==> src/design/vam_pkg.sv <==
package vam_pkg;

  // Q1.14 value of +1.0.
  localparam int ONE_Q14 = 16384;

  // Square root units: radicand widths (root is half as wide).
  localparam int SQ1_RAD_W = 48;  // length: (x^2+y^2+z^2) << 16
  localparam int SQ2_RAD_W = 62;  // sine: |d x n|^2

  // Divider units, three lanes sharing one divisor.
  localparam int DIV_LANES  = 3;
  localparam int QUO_W      = 15;
  localparam int DIV1_NUM_W = 38;
  localparam int DIV1_DEN_W = 24;
  localparam int DIV2_NUM_W = 46;
  localparam int DIV2_DEN_W = 31;

  // The sine rounds to zero when |d x n|^2 is below 2^26 (Q28 squared).
  localparam int SIN_MIN_LOG2 = 26;

  typedef enum logic [1:0] {
    CFG_DIR_X = 2'd0,
    CFG_DIR_Y = 2'd1,
    CFG_DIR_Z = 2'd2
  } cfg_reg_t;

endpackage

==> src/design/vam_sqrt_pipe.sv <==
// Pipelined integer square root, one root bit per stage (floor of the root).
module vam_sqrt_pipe #(
  parameter int RAD_W  = vam_pkg::SQ1_RAD_W,
  parameter int SIDE_W = 1
) (
  input  logic                 clk,
  input  logic                 rst_n,
  input  logic                 in_vld,
  input  logic [RAD_W-1:0]     in_rad,
  input  logic [SIDE_W-1:0]    in_side,
  output logic                 out_vld,
  output logic [RAD_W/2-1:0]   out_root,
  output logic [SIDE_W-1:0]    out_side
);

  localparam int ROOT_W = RAD_W / 2;
  localparam int REM_W  = ROOT_W + 2;

  logic                vld_r  [ROOT_W];
  logic [REM_W-1:0]    rem_r  [ROOT_W];
  logic [ROOT_W-1:0]   root_r [ROOT_W];
  logic [RAD_W-1:0]    rad_r  [ROOT_W];
  logic [SIDE_W-1:0]   side_r [ROOT_W];

  for (genvar k = 0; k < ROOT_W; k++) begin : g_stage
    logic              vld_i;
    logic [REM_W-1:0]  rem_i;
    logic [ROOT_W-1:0] root_i;
    logic [RAD_W-1:0]  rad_i;
    logic [SIDE_W-1:0] side_i;
    logic [REM_W-1:0]  rem_sh;
    logic [REM_W-1:0]  trial;
    logic [REM_W-1:0]  rem_nxt;
    logic [ROOT_W-1:0] root_nxt;
    logic              ge;

    if (k == 0) begin : g_first
      assign vld_i  = in_vld;
      assign rem_i  = '0;
      assign root_i = '0;
      assign rad_i  = in_rad;
      assign side_i = in_side;
    end else begin : g_next
      assign vld_i  = vld_r[k-1];
      assign rem_i  = rem_r[k-1];
      assign root_i = root_r[k-1];
      assign rad_i  = rad_r[k-1];
      assign side_i = side_r[k-1];
    end

    // The remainder never exceeds twice the partial root, so its top bits
    // are zero before the next pair of radicand bits is brought down.
    always_comb begin
      rem_sh   = {rem_i[ROOT_W-1:0], rad_i[RAD_W-1 -: 2]};
      trial    = {root_i, 2'b01};
      ge       = (rem_sh >= trial);
      rem_nxt  = ge ? (rem_sh - trial) : rem_sh;
      root_nxt = {root_i[ROOT_W-2:0], ge};
    end

    always_ff @(posedge clk) begin
      if (!rst_n) begin
        vld_r[k] <= 1'b0;
      end else begin
        vld_r[k] <= vld_i;
      end
    end

    always_ff @(posedge clk) begin
      rem_r[k]  <= rem_nxt;
      root_r[k] <= root_nxt;
      rad_r[k]  <= {rad_i[RAD_W-3:0], 2'b00};
      side_r[k] <= side_i;
    end
  end

  assign out_vld  = vld_r[ROOT_W-1];
  assign out_root = root_r[ROOT_W-1];
  assign out_side = side_r[ROOT_W-1];

endmodule

==> config.mk <==
export PLATFORM = sky130hd
export DESIGN_NAME = vam_sqrt_pipe
export DESIGN_NICKNAME = d
export VERILOG_FILES = /design/src/design/vam_pkg.sv /design/src/design/vam_sqrt_pipe.sv
export SDC_FILE = /design/constraint.sdc
export NUM_CORES = 2
export LEC_CHECK = 0
export ABC_AREA = 1
export BUFFER_PORTS_ARGS = -buffer_cell sky130_fd_sc_hd__buf_2
export CORE_MARGIN = 2
export CORE_UTILIZATION = 55
export CTS_CLUSTER_SIZE = 28
export DETAILED_ROUTE_END_ITERATION = 8
export PLACE_DENSITY = 0.83
export SLEW_MARGIN = 15
export SYNTH_ARGS = -nofsm -noshare
export SYNTH_HDL_FRONTEND = slang
export SYNTH_SLANG_ARGS = --single-unit
==> constraint.sdc <==
create_clock -name clk -period 1.9 [get_ports clk]
set_input_delay 0.19 -clock clk [delete_from_list [all_inputs] [get_ports clk]]
set_output_delay 0.19 -clock clk [all_outputs]
set_load 0.01 [all_outputs]
* Word-level counts from Yosys, hierarchy flattened *
Memory sizes are Yosys's and may differ from the RTL's.
Cells that the tools add are included.

word-level totals
  memory bits (writable) = 2352
  logic and storage cells = 127
  memories kept = 5
  input bits = 52
  output and inout bits = 26
  flip-flop bits (word level) = 0

cells by class
  bitwise gates (word level) = 24
  magnitude comparators = 24
  muxes and demuxes = 50
  add/sub/neg operators = 24

memory list
  name    words  bits a word  read ports  clocked after Yosys merged registers in  wr ports  line                 text
  rad_r   24     46           23          0                                        24        vam_sqrt_pipe.sv:22  logic [RAD_W-1:0] rad_r [ROOT_W];
  rem_r   24     26           23          0                                        24        vam_sqrt_pipe.sv:20  logic [REM_W-1:0] rem_r [ROOT_W];
  root_r  24     24           24          0                                        24        vam_sqrt_pipe.sv:21  logic [ROOT_W-1:0] root_r [ROOT_W];
  side_r  24     1            24          0                                        24        vam_sqrt_pipe.sv:23  logic [SIDE_W-1:0] side_r [ROOT_W];
  vld_r   24     1            24          0                                        24        vam_sqrt_pipe.sv:19  logic vld_r [ROOT_W];

operators with widths
  cell                 number
  $mux 26              24
  $ge 26x26->1         23
  $sub 26x26->26       23
  $mux 1               26
  $or 1x1->1           24
  $sub 2x1->3 const B  1
  $ge 2x1->1 const B   1

* Longest topological paths before layout *
An unclocked memory read counts as a cell.

  depth in word-level cells = 3
  mapped depth = 15
  gate-level depth less buffers = 14

* Worst setup path before layout *
OpenSTA, ideal clock, no wires.

  kind = reg2reg
  start point = memory root_r[0][49] (netlist name)
  end point = memory rem_r[0][101] (netlist name)
  stages on the path, launching flop included = 13
  setup time = 0.114 ns
  path buffers = 2
  arrival = 1.716 ns
  clock period less this slack = 1.830 ns
  required time = 1.786 ns
  slack = 0.070 ns
  cells stage by stage = dfxtp_1 -> inv_1 -> ha_1 -> a21oi_1 -> nand2_1 -> nand2_1 -> nand2_2 -> nor2_4 -> nand2_4 -> nor2_4 -> buf_6 -> buf_6 -> nor2_1

RTL lines
  what         line
  from (decl)  vam_sqrt_pipe.sv:21
  to (decl)    vam_sqrt_pipe.sv:20

==> impl_metrics.toml <==
[floorplan]
pin_count = 78
die_h_um = 340
start_util = 0.554
design.core.area_mm2 = 0.112
die_area_mm2 = 0.116
num_rows = 123
dieWidth_um = 340

[sta]
drv_slew = 0
rsz0062_at_grt = "yes"
fin_crit_ps = 2540
worst_pin_slew_ps = 534
hold_violations = 0
max_freq_mhz = 394
setup_viol = 236
fin_skew_ps = 34.3
slew_headroom = 0.642
finalWorstSetupSlack_ps = -636
finalCritPeriodShare = 1.33

[critical_path]
worst_path_largest_cell_delay_ps = 470
crit_required_ps = 2510
slowest_stage = "dfxtp_2"
path_max_fanout = 6
crit_arrival_ps = 3150
r2r_cells = 13
r2r_slack_ps = -640
path_class = "flop to flop"
cp-start-kind = "flop"
crit_buf_inv = 3
cp_cell_sequence = "inv_2 -> ha_4 -> nand2_2 -> nand2_2 -> nand2_1 -> nand2_1 -> nand3b_1 -> nand2_2 -> inv_2 -> nor2_4 -> buf_6 -> nand2_2 -> o21ai_1"
cp_common_cell = "nand2_2"
timing.rr.end = "rem_r[5][34]"
end_kind = "flop"
rr_startpoint = "root_r[2][101]"
crit_family = "simple AND/OR/NAND/NOR gates"

[yosys]
synth_most_common_cell = "nand2_1"
ys_types = 55
synth_seq_cells = 1422
synthTopCellsByCount = "nand2_1, inv_1, dfxtp_1"
synth_top_area_cell = "dfxtp_1"
synthesis.nets = 8935
synthesis.area_mm2 = 0.0622
syn_avg_cell_area_um2 = 7.27
synth_top_flop_cell = "dfxtp_1"
netlist.area_leader.share = 0.458
synth_warnings = 0
seq_area_frac_synth = 0.458
synthArstFlopShare = 0
synth_edf_count = 0
syn_inst = 8558
synth_area_leaders = "dfxtp_1, nand2_1, inv_1"

[route]
routed_wl_mm = 215
final_antenna_net_count = 0
post-route-drc-count = 4
vias = 62400
drt-vias-per-instance = 5.50
wire_per_inst_um = 18.9
drt_iter0_markers = 6525
first_pass_iters = 9

[clock_tree]
cts_max_level = 4
clk_path_buf_depth = 3
cts.sinks = 1422
clock_latency_ps = 790
cts_tree = "built"
cts_root_buf = "clkbuf_16"
cts-buffers-inserted = 141
cts.clk_slew.worst_paths_ps = 70

[cells_and_area]
area_delta_synth_final_pct = 35.8
nets = 10100
final_area_mm2 = 0.0845
drive_gt1_frac = 0.298
fillerInstances = 7277

[grt]
grt_pass1_wl_mm = 286
grt_overflow = 0
antenna_found_initial = 9
grt_pass1_vias = 57100
grt_use_total = 0.304
grt_max_degree = 25

[placement]
dp_hpwl_mm = 130
io_buffer_count = 77
placed_area_mm2 = 0.0701
gp_congestion = 0.961

[power]
p_total_mw = 108
power_density_mw_per_mm2 = 1280
leakagePower_nw = 43.0
ir_worst_vdd_mv = 0.957

[worst_hold_path]
min_path_cells = 2
hold_class = "input port to flop"
min_to = "rad_r[0][32]"
hp-start = "in_rad[32]"

[run_status]
outcome = "finished with violations"
failed_checks = "DRC, setup timing"

[job]
cap_violations = 0
[power by group]
part           switching (mW)  internal [mW]
logic                    21.8           16.2
clock network            12.7           16.4
registers                5.64           35.2
[flip-flops by register name (all words and copies together) (netlist names)]
signal and flops:
vld_r 24, rad_r 552, root_r 300, side_r 24, rem_r 522
[worst max-delay path by stage]
stage / slack, ps / start / to / depth (start not counted)
after floorplan: 70 / root_r[0][49] / rem_r[0][101] / 12
after global placement: -270 / root_r[1][103] / rem_r[3][41] / 13
after detailed placement: -270 / root_r[1][181] / rem_r[4][13] / 11
after CTS: -50 / root_r[1][179] / rem_r[4][13] / 13
after global routing: -640 / root_r[2][101] / rem_r[5][34] / 13
final: -640 / root_r[2][101] / rem_r[5][34] / 13
[what timing repair did]
action                                 in CTS  in global routing
gates cloned                               14                 26
endpoints found under the hold margin      74                  0
resized for setup                         542               1354
setup buffers                              56                105
setup endpoints to repair                 442                522
pin swaps                                  76                315
hold buffers                               53                  0
[kinds of logic after synthesis]
| group | count (synthesis) | share of synthesized area |
|---|---|---|
| adders and majority gates | 325 | 0.0654 |
| DFF | 1422 | 0.458 |
| other | 1 | 0.0000603 |
| AOI/OAI and AO/OA | 500 | 0.0431 |
| buffers and inverters | 1568 | 0.0996 |
| and+or+nand+nor | 4530 | 0.304 |
| xor gates and xnor gates | 212 | 0.0298 |
[final cells by class]
type	instances	area (um^2)	area share
Clock buffer	179	3860	0.0457
Timing Repair inverter	3	27.5	0.000326
Clock inverter	78	930	0.0110
Inverter	1492	5660	0.0670
Antenna cell	4	10.0	0.000118
Multi-Input combinational cell	5572	34000	0.403
Sequential cell	1422	28900	0.342
Tap cell	1500	1880	0.0222
Timing Repair Buffer	1084	9210	0.109
[metal layers]
| layer | GRT usage | wire (um) | share of wire |
|---|---|---|---|
| met1 | 0.369 | 78700 | 0.37 |
| met2 | 0.526 | 99600 | 0.46 |
| met3 | 0.0443 | 19200 | 0.089 |
| met4 | 0.153 | 17000 | 0.079 |
| met5 | 0 | 46 | 0.00021 |
[cells in the final DEF (no fill, tap or decap), types with 35 or more instances in the layout]
cell type / instances
nor2_1: 536
buf_2: 77
o21ai_2: 36
nor3_1: 35
xnor2_1: 76
nand2_2: 380
buf_6: 41
inv_2: 144
ha_1: 90
nand3_1: 403
dlygate4sd3_1: 53
clkbuf_16: 162
nand3_2: 52
o21ai_0: 72
a21oi_1: 164
nor2_2: 136
nand2_1: 2477
nand2_4: 80
buf_12: 39
dfxtp_2: 266
nand4_1: 175
dfxtp_1: 1131
nor2_4: 84
o21ai_1: 66
nand3b_1: 90
xor2_1: 131
inv_1: 1336
buf_4: 840
ha_4: 228
a21oi_2: 119
[through the flow]
step	utilization	worst slack (ps)	TNS [ps]	cells	hold slack (ps)
global route	0.752	-641	-50150	11300	40.1
detailed placement	0.624	-269	-24540	10800	294
global placement	0.624	-274	-16030	10800	293
CTS	0.699	-48.5	-373	11200	21.8
floorplan	-	69.7	0	8558	218
finish	0.752	-636	-25750	11300	49.5
(Power assumes the default switching activity.)
